<file path="config.mk">
export PLATFORM = sky130hd
export DESIGN_NAME = vector_l2_normalize
export DESIGN_NICKNAME = d
export VERILOG_FILES = /design/src/hdl/vl2n_pkg.sv /design/src/hdl/vl2n_ctrl.sv /design/src/hdl/vl2n_datapath.sv /design/src/hdl/vector_l2_normalize.sv
export SDC_FILE = /design/constraint.sdc
export NUM_CORES = 2
export LEC_CHECK = 0
export BUFFER_PORTS_ARGS = -buffer_cell sky130_fd_sc_hd__buf_2
export CAP_MARGIN = 20
export CORE_ASPECT_RATIO = 0.5
export CORE_UTILIZATION = 55
export DETAILED_ROUTE_END_ITERATION = 6
export GPL_TIMING_DRIVEN = 0
export HOLD_SLACK_MARGIN = 0.06
export PLACE_DENSITY_LB_ADDON = 0.12
export SYNTH_ARGS = -nofsm -noshare
export SYNTH_HDL_FRONTEND = slang
export SYNTH_SLANG_ARGS = --single-unit
</file>
<file path="constraint.sdc">
create_clock -name clk -period 16 [get_ports clk]
set_clock_uncertainty 0.15 [all_clocks]
set_input_delay 0.8 -clock clk [delete_from_list [all_inputs] [get_ports clk]]
set_output_delay 0.8 -clock clk [all_outputs]
set_load 0.02 [all_outputs]
</file>
<file path="src/hdl/vl2n_pkg.sv">
// Shared types and constants for the vector L2 normalization block.
`timescale 1ns / 1ps

package vl2n_pkg;

    // Width of the norm floor configuration register.
    localparam int FLOOR_W = 19;
    // Width of a normalized result element (Q1.15).
    localparam int OUT_W = 16;
    // Fraction bits of the Q1.15 result.
    localparam int FRAC_SHIFT = 15;
    // Quotient register width: the sixteen result bits plus one saturation guard bit.
    localparam int QUO_W = OUT_W + 1;

    localparam logic [QUO_W-1:0] Q_POS_MAX = QUO_W'(32767);
    localparam logic [QUO_W-1:0] Q_NEG_MAX = QUO_W'(32768);
    localparam logic [OUT_W-1:0] VAL_POS_SAT = 16'h7FFF;
    localparam logic [OUT_W-1:0] VAL_NEG_SAT = 16'h8000;

    // Controller states, one-hot.
    typedef enum logic [9:0] {
        S_LOAD   = 10'b0000000001,
        S_SUM    = 10'b0000000010,
        S_SQINIT = 10'b0000000100,
        S_SQRT   = 10'b0000001000,
        S_NORM   = 10'b0000010000,
        S_READ   = 10'b0000100000,
        S_DIVLD  = 10'b0001000000,
        S_DIV    = 10'b0010000000,
        S_SAT    = 10'b0100000000,
        S_OUT    = 10'b1000000000
    } state_t;

    // Commands from the controller to the datapath.
    typedef struct packed {
        logic load;        // take one input element
        logic sqrt_start;  // load the square sum into the root unit
        logic sqrt_step;   // one root digit
        logic norm_latch;  // pick the divisor, restart the read index
        logic mem_read;    // read the element at the read index
        logic div_start;   // load the divider from the read element
        logic div_step;    // one quotient bit
        logic out_load;    // saturate and register the result
        logic next_elem;   // advance the read index
        logic clear;       // end of vector, clear count, sum and flag
    } cmd_t;

    // Status from the datapath to the controller.
    typedef struct packed {
        logic sqrt_done;
        logic div_done;
        logic is_last_elem;
    } sts_t;

endpackage

</file>
<file path="src/hdl/vl2n_ctrl.sv">
// Controller state machine for the vector L2 normalization block.
`timescale 1ns / 1ps

module vl2n_ctrl
    import vl2n_pkg::*;
(
    input  logic clk,
    input  logic rst_n,
    input  logic in_valid,
    input  logic last,
    input  logic out_stall,
    input  sts_t sts,
    output logic in_stall,
    output logic out_valid,
    output cmd_t cmd
);

    state_t state_reg;
    state_t state_next;

    always_ff @(posedge clk or negedge rst_n)
    begin
        if (!rst_n)
        begin
            state_reg <= S_LOAD;
        end
        else
        begin
            state_reg <= state_next;
        end
    end

    always_comb
    begin
        state_next = state_reg;
        cmd        = '0;
        in_stall   = 1'b1;
        out_valid  = 1'b0;
        case (state_reg)
            S_LOAD:
            begin
                in_stall = 1'b0;
                if (in_valid)
                begin
                    cmd.load = 1'b1;
                    if (last)
                    begin
                        state_next = S_SUM;
                    end
                end
            end
            S_SUM:
            begin
                // The square of the final element lands in the sum here.
                state_next = S_SQINIT;
            end
            S_SQINIT:
            begin
                cmd.sqrt_start = 1'b1;
                state_next     = S_SQRT;
            end
            S_SQRT:
            begin
                cmd.sqrt_step = 1'b1;
                if (sts.sqrt_done)
                begin
                    state_next = S_NORM;
                end
            end
            S_NORM:
            begin
                cmd.norm_latch = 1'b1;
                state_next     = S_READ;
            end
            S_READ:
            begin
                cmd.mem_read = 1'b1;
                state_next   = S_DIVLD;
            end
            S_DIVLD:
            begin
                cmd.div_start = 1'b1;
                state_next    = S_DIV;
            end
            S_DIV:
            begin
                cmd.div_step = 1'b1;
                if (sts.div_done)
                begin
                    state_next = S_SAT;
                end
            end
            S_SAT:
            begin
                // The final quotient bit is in place; register the saturated result.
                cmd.out_load = 1'b1;
                state_next   = S_OUT;
            end
            S_OUT:
            begin
                out_valid = 1'b1;
                if (!out_stall)
                begin
                    if (sts.is_last_elem)
                    begin
                        cmd.clear  = 1'b1;
                        state_next = S_LOAD;
                    end
                    else
                    begin
                        cmd.next_elem = 1'b1;
                        state_next    = S_READ;
                    end
                end
            end
            default:
            begin
                state_next = S_LOAD;
            end
        endcase
    end

endmodule

</file>
<file path="src/hdl/vl2n_datapath.sv">
// Datapath: element store, square sum, square root unit and serial divider.
`timescale 1ns / 1ps

module vl2n_datapath
    import vl2n_pkg::*;
#(
    parameter int MAX_LEN     = 64,
    parameter int SAMPLE_BITS = 16
)
(
    input  logic                          clk,
    input  logic                          rst_n,
    input  cmd_t                          cmd,
    output sts_t                          sts,
    input  logic signed [SAMPLE_BITS-1:0] sample,
    input  logic                          cfg_wr_en,
    input  logic [FLOOR_W-1:0]            cfg_wr_data,
    output logic signed [OUT_W-1:0]       unit_value,
    output logic                          last_res,
    output logic                          overflow
);

    localparam int IDX_W    = (MAX_LEN > 1) ? $clog2(MAX_LEN) : 1;
    localparam int CNT_W    = $clog2(MAX_LEN + 1);
    localparam int SQ_PROD  = 2 * SAMPLE_BITS;
    localparam int SUM_RAW  = 2 * SAMPLE_BITS - 1 + $clog2(MAX_LEN);
    localparam int SQ_W     = ((SUM_RAW + 1) / 2) * 2;
    localparam int ROOT_W   = SQ_W / 2;
    localparam int NORM_W   = (ROOT_W > FLOOR_W) ? ROOT_W : FLOOR_W;
    localparam int DIV_W    = SAMPLE_BITS + FRAC_SHIFT;
    localparam int MAX_STEP = (ROOT_W > DIV_W) ? ROOT_W : DIV_W;
    localparam int STEP_W   = $clog2(MAX_STEP);

    // Element store, no reset: only entries of the current vector are read.
    logic [SAMPLE_BITS-1:0] mem [MAX_LEN];
    logic [SAMPLE_BITS-1:0] rd_data_reg;

    logic [CNT_W-1:0]   count_reg;
    logic [IDX_W-1:0]   rd_idx_reg;
    logic               overflowed_reg;
    logic [SQ_PROD-1:0] sq_reg;
    logic               sq_vld_reg;
    logic [SQ_W-1:0]    sum_reg;
    logic [FLOOR_W-1:0] floor_reg;

    logic [SQ_W-1:0]     sq_x_reg;
    logic [ROOT_W+1:0]   sq_rem_reg;
    logic [ROOT_W-1:0]   root_reg;
    logic [NORM_W-1:0]   norm_reg;
    logic [STEP_W-1:0]   step_reg;

    logic [DIV_W-1:0]    dvd_reg;
    logic [NORM_W-1:0]   rem_reg;
    logic [QUO_W-1:0]    q_reg;
    logic                sat_reg;
    logic                neg_reg;

    logic [SAMPLE_BITS-1:0] in_mag;
    logic [SAMPLE_BITS-1:0] rd_mag;
    logic [ROOT_W+1:0]      sq_rem_sh;
    logic [ROOT_W+1:0]      sq_trial;
    logic                   sq_ge;
    logic [NORM_W:0]        div_rem_sh;
    logic [NORM_W:0]        div_diff;
    logic                   div_ge;
    logic [FLOOR_W-1:0]     floor_eff;
    logic [NORM_W-1:0]      root_ext;
    logic [NORM_W-1:0]      floor_ext;
    logic [OUT_W-1:0]       val;

    assign in_mag = sample[SAMPLE_BITS-1] ? (~sample + 1'b1) : sample;
    assign rd_mag = rd_data_reg[SAMPLE_BITS-1] ? (~rd_data_reg + 1'b1) : rd_data_reg;

    assign sq_rem_sh = {sq_rem_reg[ROOT_W-1:0], sq_x_reg[SQ_W-1 -: 2]};
    assign sq_trial  = {root_reg, 2'b01};
    assign sq_ge     = (sq_rem_sh >= sq_trial);

    assign div_rem_sh = {rem_reg, dvd_reg[DIV_W-1]};
    assign div_diff   = div_rem_sh - {1'b0, norm_reg};
    assign div_ge     = (div_rem_sh >= {1'b0, norm_reg});

    assign floor_eff = (floor_reg == '0) ? FLOOR_W'(1) : floor_reg;
    assign root_ext  = NORM_W'(root_reg);
    assign floor_ext = NORM_W'(floor_eff);

    assign sts.sqrt_done    = (step_reg == STEP_W'(ROOT_W - 1));
    assign sts.div_done     = (step_reg == STEP_W'(DIV_W - 1));
    assign sts.is_last_elem = ((CNT_W'(rd_idx_reg) + CNT_W'(1)) == count_reg);

    always_comb
    begin
        if (neg_reg)
        begin
            if (sat_reg || (q_reg > Q_NEG_MAX))
            begin
                val = VAL_NEG_SAT;
            end
            else
            begin
                val = ~q_reg[OUT_W-1:0] + 1'b1;
            end
        end
        else
        begin
            if (sat_reg || (q_reg > Q_POS_MAX))
            begin
                val = VAL_POS_SAT;
            end
            else
            begin
                val = q_reg[OUT_W-1:0];
            end
        end
    end

    // Memory write and registered read.
    always_ff @(posedge clk)
    begin
        if (cmd.load && (count_reg < CNT_W'(MAX_LEN)))
        begin
            mem[count_reg[IDX_W-1:0]] <= sample;
        end
        if (cmd.mem_read)
        begin
            rd_data_reg <= mem[rd_idx_reg];
        end
    end

    // Control state.
    always_ff @(posedge clk or negedge rst_n)
    begin
        if (!rst_n)
        begin
            count_reg      <= '0;
            overflowed_reg <= 1'b0;
            sq_vld_reg     <= 1'b0;
            sum_reg        <= '0;
            floor_reg      <= FLOOR_W'(1);
        end
        else
        begin
            if (cfg_wr_en)
            begin
                floor_reg <= cfg_wr_data;
            end
            sq_vld_reg <= 1'b0;
            if (cmd.load)
            begin
                if (count_reg < CNT_W'(MAX_LEN))
                begin
                    count_reg  <= count_reg + 1'b1;
                    sq_vld_reg <= 1'b1;
                end
                else
                begin
                    overflowed_reg <= 1'b1;
                end
            end
            if (sq_vld_reg)
            begin
                sum_reg <= sum_reg + SQ_W'(sq_reg);
            end
            if (cmd.clear)
            begin
                count_reg      <= '0;
                overflowed_reg <= 1'b0;
                sum_reg        <= '0;
            end
        end
    end

    // Arithmetic payload registers.
    always_ff @(posedge clk)
    begin
        if (cmd.load)
        begin
            sq_reg <= in_mag * in_mag;
        end
        if (cmd.sqrt_start)
        begin
            sq_x_reg   <= sum_reg;
            sq_rem_reg <= '0;
            root_reg   <= '0;
            step_reg   <= '0;
        end
        if (cmd.sqrt_step)
        begin
            sq_x_reg   <= {sq_x_reg[SQ_W-3:0], 2'b00};
            sq_rem_reg <= sq_ge ? (sq_rem_sh - sq_trial) : sq_rem_sh;
            root_reg   <= {root_reg[ROOT_W-2:0], sq_ge};
            step_reg   <= step_reg + 1'b1;
        end
        if (cmd.norm_latch)
        begin
            norm_reg   <= (root_ext >= floor_ext) ? root_ext : floor_ext;
            rd_idx_reg <= '0;
        end
        if (cmd.next_elem)
        begin
            rd_idx_reg <= rd_idx_reg + 1'b1;
        end
        if (cmd.div_start)
        begin
            dvd_reg  <= {rd_mag, FRAC_SHIFT'(0)};
            neg_reg  <= rd_data_reg[SAMPLE_BITS-1];
            rem_reg  <= '0;
            q_reg    <= '0;
            sat_reg  <= 1'b0;
            step_reg <= '0;
        end
        if (cmd.div_step)
        begin
            dvd_reg  <= {dvd_reg[DIV_W-2:0], 1'b0};
            rem_reg  <= div_ge ? div_diff[NORM_W-1:0] : div_rem_sh[NORM_W-1:0];
            q_reg    <= {q_reg[QUO_W-2:0], div_ge};
            sat_reg  <= sat_reg | q_reg[QUO_W-1];
            step_reg <= step_reg + 1'b1;
        end
    end

    // Result register, loaded after the last quotient bit.
    always_ff @(posedge clk)
    begin
        if (cmd.out_load)
        begin
            unit_value <= val;
            last_res   <= sts.is_last_elem;
            overflow   <= overflowed_reg;
        end
    end

endmodule

</file>
<file path="src/hdl/vector_l2_normalize.sv">
// Top level of the vector L2 normalization block.
`timescale 1ns / 1ps

// Vector L2 normalization. Signed Q4.12 elements stream in one per transfer, the final
// element marked by last; each is stored and its square is added to a running sum, one
// element per cycle. After the final element the block takes the floor integer square
// root of the sum (one root bit per cycle), raises it to norm_floor (a floor of 0 acts
// as 1), and then emits every stored element divided by that norm as signed Q1.15,
// saturated, with last_res on the final result and overflow on every result of a
// vector that held more than MAX_LEN elements (the extra elements are dropped). Each
// result comes from a bit-serial divider, and the next element is read only after the
// receiver takes the current result. The input is stalled from the final element
// until the last result transfer of that vector. norm_floor is written through
// cfg_wr_en / cfg_wr_data while the block is idle.
module vector_l2_normalize
    import vl2n_pkg::*;
#(
    parameter int MAX_LEN     = 64,
    parameter int SAMPLE_BITS = 16
)
(
    input  logic                          clk,
    input  logic                          rst_n,
    input  logic                          in_valid,
    output logic                          in_stall,
    input  logic signed [SAMPLE_BITS-1:0] sample,
    input  logic                          last,
    output logic                          out_valid,
    input  logic                          out_stall,
    output logic signed [OUT_W-1:0]       unit_value,
    output logic                          last_res,
    output logic                          overflow,
    input  logic                          cfg_wr_en,
    input  logic [FLOOR_W-1:0]            cfg_wr_data
);

    cmd_t cmd;
    sts_t sts;

    vl2n_ctrl u_ctrl (
        .clk       (clk),
        .rst_n     (rst_n),
        .in_valid  (in_valid),
        .last      (last),
        .out_stall (out_stall),
        .sts       (sts),
        .in_stall  (in_stall),
        .out_valid (out_valid),
        .cmd       (cmd)
    );

    vl2n_datapath #(
        .MAX_LEN     (MAX_LEN),
        .SAMPLE_BITS (SAMPLE_BITS)
    ) u_datapath (
        .clk         (clk),
        .rst_n       (rst_n),
        .cmd         (cmd),
        .sts         (sts),
        .sample      (sample),
        .cfg_wr_en   (cfg_wr_en),
        .cfg_wr_data (cfg_wr_data),
        .unit_value  (unit_value),
        .last_res    (last_res),
        .overflow    (overflow)
    );

endmodule

</file>
# Word-level counts from Yosys, hierarchy flattened
# Memory sizes are Yosys's and may differ from the RTL's. A register that Yosys moved wholly into a read port is not among the register bits.
# Index checks and enable logic that the tools add are counted.
[word_totals] ff_bits=286 ram_bits=1024 word_cells=141 n_memories=1
[op_classes] addsub=10 multipliers=1 n_lt_le_gt_ge=6 n_eq_ne=19 n_mux=63 bitwise=4 reduce_logical=14
[mem_list] name="u_datapath.mem" depth=64 word_bits=16 rd=1 rd_ports_with_merged_regs=1 write_ports=1 line="vl2n_datapath.sv:35" rtl="logic [SAMPLE_BITS-1:0] mem [MAX_LEN];"
[ops] operator="2-to-1 mux 19 bit" n=10
[ops] operator="2-to-1 mux 38 bit" n=4
[ops] operator="one-hot mux 10 bit (10 select lines)" n=1
[ops] operator="2-to-1 mux 16 bit" n=5
[ops] operator="2-to-1 mux 31 bit" n=2
[ops] operator="2-to-1 mux 10 bit" n=5
[ops] operator="adder 16 x 1 -> 16 bit (second input constant)" n=3
[ops] operator="inverter 16 bit" n=3
[ops] operator="adder 38 x 32 -> 38 bit" n=1
[ops] operator="subtractor 19 bit" n=2
[ops] operator="2-to-1 mux 17 bit" n=2
[ops] operator="multiplier 16 x 16 -> 32 bit" n=1
[ops] operator="2-to-1 mux 1 bit" n=22
[ops] operator=">= comparator 21 bit" n=1
[ops] operator="2-to-1 mux 7 bit" n=3
[ops] operator=">= comparator 20 x 19 -> 1 bit" n=1
[ops] operator="2-to-1 mux 5 bit" n=4
[ops] operator=">= comparator 19 bit" n=1
[ops] operator="logical NOT 19 bit" n=1
[ops] operator="2-to-1 mux 6 bit" n=3
[ops] operator="greater-than comparator 17 x 15 -> 1 bit (second input constant)" n=1
[ops] operator="greater-than comparator 17 x 16 -> 1 bit (second input constant)" n=1
[ops] operator="inequality test 2 bit (second input constant)" n=6
[ops] operator="nonzero test 2 bit" n=6
[ops] operator="24 further kinds" n=28

# Depth between registers and ports, before layout
[depth] ltp_word=7 depth_mapped=31 mapped_depth_nobuf=30

# Cells and area by module
# Synthesis repeated with hierarchy kept, for this count alone.
[unflattened] cells_unflattened=4072 hier_area_um2=63811.2
[by_module_without_submodules] mod="vl2n_datapath" n_inst=1 cells_per_inst=3998 area_per_inst_um2=63120.5
[by_module_without_submodules] mod="vl2n_ctrl" n_inst=1 cells_per_inst=74 area_per_inst_um2=690.7

# Worst setup path before layout
# No wires, ideal clock.
[synth_timing] kind="in2reg" start="in sample[6]" end="reg u_datapath.sq_reg[31], data pin" setup_time_ps=260 t_arrival_ps=7845 slack_ps=7745 cell_stages=26 cell_sequence="or4_1 -> or3_1 -> or3_1 -> o21ai_0 -> xor2_1 -> clkinv_1 -> nand2_1 -> fa_1 -> inv_1 -> fa_1 -> fa_1 -> fa_1 -> fa_1 -> inv_1 -> fa_1 -> inv_1 -> ha_1 -> a21oi_1 -> nand2_1 -> nor2_1 -> a21oi_1 -> a31oi_1 -> o31ai_1 -> a211oi_1 -> o21bai_1 -> xnor2_1"
[synth_via] elab_chain_len=4
[synth_rtl] item="start, declared" line="vector_l2_normalize.sv:26" rtl="input logic signed [SAMPLE_BITS-1:0] sample,"
[synth_rtl] item="inverter 16 bit" line="vl2n_datapath.sv:71" rtl="assign in_mag = sample[SAMPLE_BITS-1] ? (~sample + 1'b1) : sample;"
[synth_rtl] item="adder 16 x 1 -> 16 bit" line="vl2n_datapath.sv:71"
[synth_rtl] item="2-to-1 mux 16 bit *" line="vl2n_datapath.sv:71"
[synth_rtl] item="multiplier 16 x 16 -> 32 bit *" line="vl2n_datapath.sv:177" rtl="sq_reg <= in_mag * in_mag;"
[synth_rtl] item="end signal, assigned" line="vl2n_datapath.sv:177"
[synth_rtl] item="end, declared" line="vl2n_datapath.sv:41" rtl="logic [SQ_PROD-1:0] sq_reg;"
# Every way passes the cells marked *; elsewhere a longest branch is shown, timed or not.
# A chain may end at the register's enable or synchronous reset.

# Final worst setup path
[layout_timing] start="in sample[0]" end="reg u_datapath.sq_reg[31], data pin"
# Same word-level chain as after synthesis.

==> flow_summary.json <==
{
  "synth-xor-area-share_pct": 1.956,
  "cp-start-kind": "primary input",
  "worst_pin_slew_ps": 1146,
  "swShare_pct": 36.06,
  "relSlewSlack_pct": 23.33,
  "ios": 61,
  "antenna_found_initial": 3,
  "fillCellCount": 8211,
  "status": "finished clean",
  "synth_top_area_share_pct": 59.38,
  "synth-compound-area-share_pct": 4.895,
  "drive_gt1_share_pct": 17.08,
  "die_h_um": 241.4,
  "synthAdderAreaFrac_pct": 9.115,
  "ys_async_sr_fraction_pct": 5.736,
  "total_power_mw": 12.01,
  "wl_um": 147400,
  "synth-seq-area-share_pct": 62.47,
  "internal-power_mw": 7.679,
  "synthCells": 3932,
  "cts_sinks": 1325,
  "rows": 87,
  "dp_cells": 5583,
  "powerDensity_mw_per_mm2": 170.8,
  "firstDrtPassIters": 6,
  "min_period_over_period_pct": 62.26,
  "clock_path_buffers": 3,
  "cts_tree": "done",
  "ff2ff_path_depth": 8,
  "peakVddDrop_mv": 0.3725,
  "nets": 4598,
  "hold_viol_final": 0,
  "p_leak_nw": 25.39,
  "r2r-end": "u_datapath.mem[52][6]",
  "synth_top_family_by_area": "multiplexers",
  "p_comb_share_pct": 41.9,
  "grt_pass1_wl_um": 221300,
  "synth_top_area_cell": "edfxtp_1",
  "portBuffers": 59,
  "hold_path.class": "primary input to flip-flop",
  "die_area_mm2": 0.1161,
  "tns_ps": 0,
  "ys_seq_elements": 1325,
  "clk_latency_ps": 750,
  "grt_max_degree": 68,
  "fp.dieW_um": 480.9,
  "coreArea_mm2": 0.1132,
  "drt_iter0_drc": 3591,
  "cp.arrival_ps": 10250,
  "r2r_setup_slack_ps": 10930,
  "yosys_warnings": 0,
  "yosysUniqueCellTypes": 76,
  "grt_pass1_vias": 35170,
  "cp.required_ps": 16290,
  "routedWlPerCell_um": 25.41,
  "clkPwrFrac_pct": 22.3,
  "drc_errors": 0,
  "grt_usage_pct": 25.89,
  "ctsRootBufferMaster": "clkbuf_16",
  "min_delay_path_depth": 3,
  "gp_congestion": 0.9037,
  "ant_nets": 0,
  "finish.utilization_pct": 62.12,
  "hold_start": "cfg_wr_data[0]",
  "cts_made_buffers": 111,
  "synth_area_leaders": "edfxtp_1 59%, mux4_2 12%, fa_1 5.2%",
  "syn_area_mm2": 0.06306,
  "avgViaCountPerCell": 6.098,
  "synth_edf_count": 1247,
  "r2r_start": "u_ctrl.state_reg[2]",
  "rsz0062_at_grt": "false",
  "p_sw_mw": 4.331,
  "syn2layout_area_growth_pct": 11.53,
  "yosys.area_share.simple_pct": 5.399,
  "slowest_delay_ps": 850,
  "synth.avg_cell_area_um2": 16.04,
  "slew_violations": 0,
  "hpwl_um": 105200,
  "synth_mux_area_share_pct": 13.28,
  "initial_core_util_pct": 55.70,
  "drv_cap": 0,
  "cts_resized": 0,
  "whs_endpoint": "u_datapath.floor_reg[0]",
  "cp_max_fo": 47,
  "final_cells": 5799,
  "fin_crit_ps": 9961,
  "vias": 35360,
  "fmaxAchievable_ghz": 0.1004,
  "grt_overflow": 0,
  "slowest_stage": "xor2_1",
  "path_clk_slew_ps": 70,
  "power_frac_seq_pct": 35.8,
  "final_area_mm2": 0.07033,
  "path_class": "primary input to flip-flop",
  "final-setup-viol-count": 0,
  "end_kind": "flip-flop",
  "htreeDepth": 3,
  "largest_reg_flops": 1024,
  "yosys_most_used_dff": "edfxtp_1",
  "dpl_cell_area_mm2": 0.06664
}
[cell families after synthesis]
kind of cell / after synthesis
AOI/OAI and AO/OA: 465
xor gates and xnor gates: 140
adders and majority gates: 361
buffers and inverters: 482
DFF: 1325
muxes: 416
other: 2
and+or+nand+nor: 741
[worst max-delay path, delay by kind of cell]
family	cells	cell delay (ps)
adders and majority gates	8	3600
buffers and inverters	10	2440
AOI/OAI and AO/OA	8	1850
xor gates and xnor gates	2	930
and+or+nand+nor	3	510
[metrics by stage]
stage          setup WS [ps]  hold WS, ps
2_1_floorplan           7745        275.7
3_3_place_gp            4853        328.6
3_5_place_dp            5467        337.8
4_1_cts                 6199        62.66
5_1_grt                 5534        98.87
6_report                6039        140.3
[cells in the mapped netlist, types with 17 or more instances]
| cell | number |
|---|---|
| xor2_1 | 69 |
| a211oi_1 | 18 |
| o21ai_0 | 101 |
| clkbuf_1 | 121 |
| ha_1 | 197 |
| xnor2_1 | 70 |
| fa_1 | 164 |
| nor2_1 | 311 |
| nand2_1 | 184 |
| nor2b_1 | 22 |
| a21o_1 | 70 |
| a31oi_1 | 19 |
| a22o_1 | 36 |
| o31ai_1 | 19 |
| dfrtp_1 | 74 |
| mux4_2 | 336 |
| a21oi_1 | 108 |
| nand3_1 | 37 |
| edfxtp_1 | 1247 |
| or3_1 | 17 |
| nor3_1 | 21 |
| inv_1 | 306 |
| nand2b_1 | 23 |
| nand4_1 | 33 |
| mux2i_1 | 77 |
| buf_1 | 42 |
| and2_1 | 21 |
[power by group through the flow]
stage | clock (mW) | combinational [mW] | sequential [mW]
2_1_floorplan | 0 | 3.84 | 4.33
3_3_place_gp | 0 | 4.89 | 4.38
3_5_place_dp | 0 | 5.00 | 4.37
4_1_cts | 2.72 | 5.04 | 4.30
5_1_grt | 2.85 | 5.68 | 4.31
6_report | 2.68 | 5.03 | 4.30
[metal layers]
layer | track usage [%] | vias to the layer above | share of wire, %
met2 | 39.72 | 1265 | 46
met4 | 6.255 | 0 | 2.1
met5 | 0 | - | 0
met1 | 38.94 | 18410 | 45
met3 | 4.570 | 201 | 7.6
li1 | - | 15490 | -
[final cells by class]
class,count,area [um2],area share [%]
clock buffer,144,2985,4.245
tap,1513,1893,2.692
inverter,313,1175,1.671
multi-input combinational,2134,22090,31.41
sequential,1325,39390,56.01
antenna,1,2.502,0.003558
buffer,169,641.9,0.9127
clock inverter,58,526.8,0.7490
timing repair buffer,142,1625,2.311
[cells in the final DEF (no fill, tap or decap), types with 106 or more instances in the layout]
cell type     n
clkbuf_16   114
fa_1        164
nand2_1     184
edfxtp_1   1247
inv_1       306
clkbuf_1    149
ha_1        197
a21oi_1     106
mux4_2      336
nor2_1      247
[worst max-delay path by stage]
stage,to,slack [ps],from,cells after the start
after global routing,u_datapath.sq_reg[31],5530,sample[0],31
after floorplan,u_datapath.sq_reg[31],7750,sample[6],26
after detailed placement,u_datapath.sq_reg[31],5470,sample[0],31
after global placement,u_datapath.sq_reg[31],4850,sample[0],29
after CTS,u_datapath.sq_reg[31],6200,sample[0],31
final,u_datapath.sq_reg[31],6040,sample[0],31
[what timing repair did]
| action | CTS | global route |
|---|---|---|
| setup buffers | 0 | 0 |
| setup endpoints to repair | 0 | 0 |
| hold buffers | 4 | 0 |
| endpoints found under the hold margin | 22 | 0 |
Note: power is estimated with default switching activity, not from simulation.
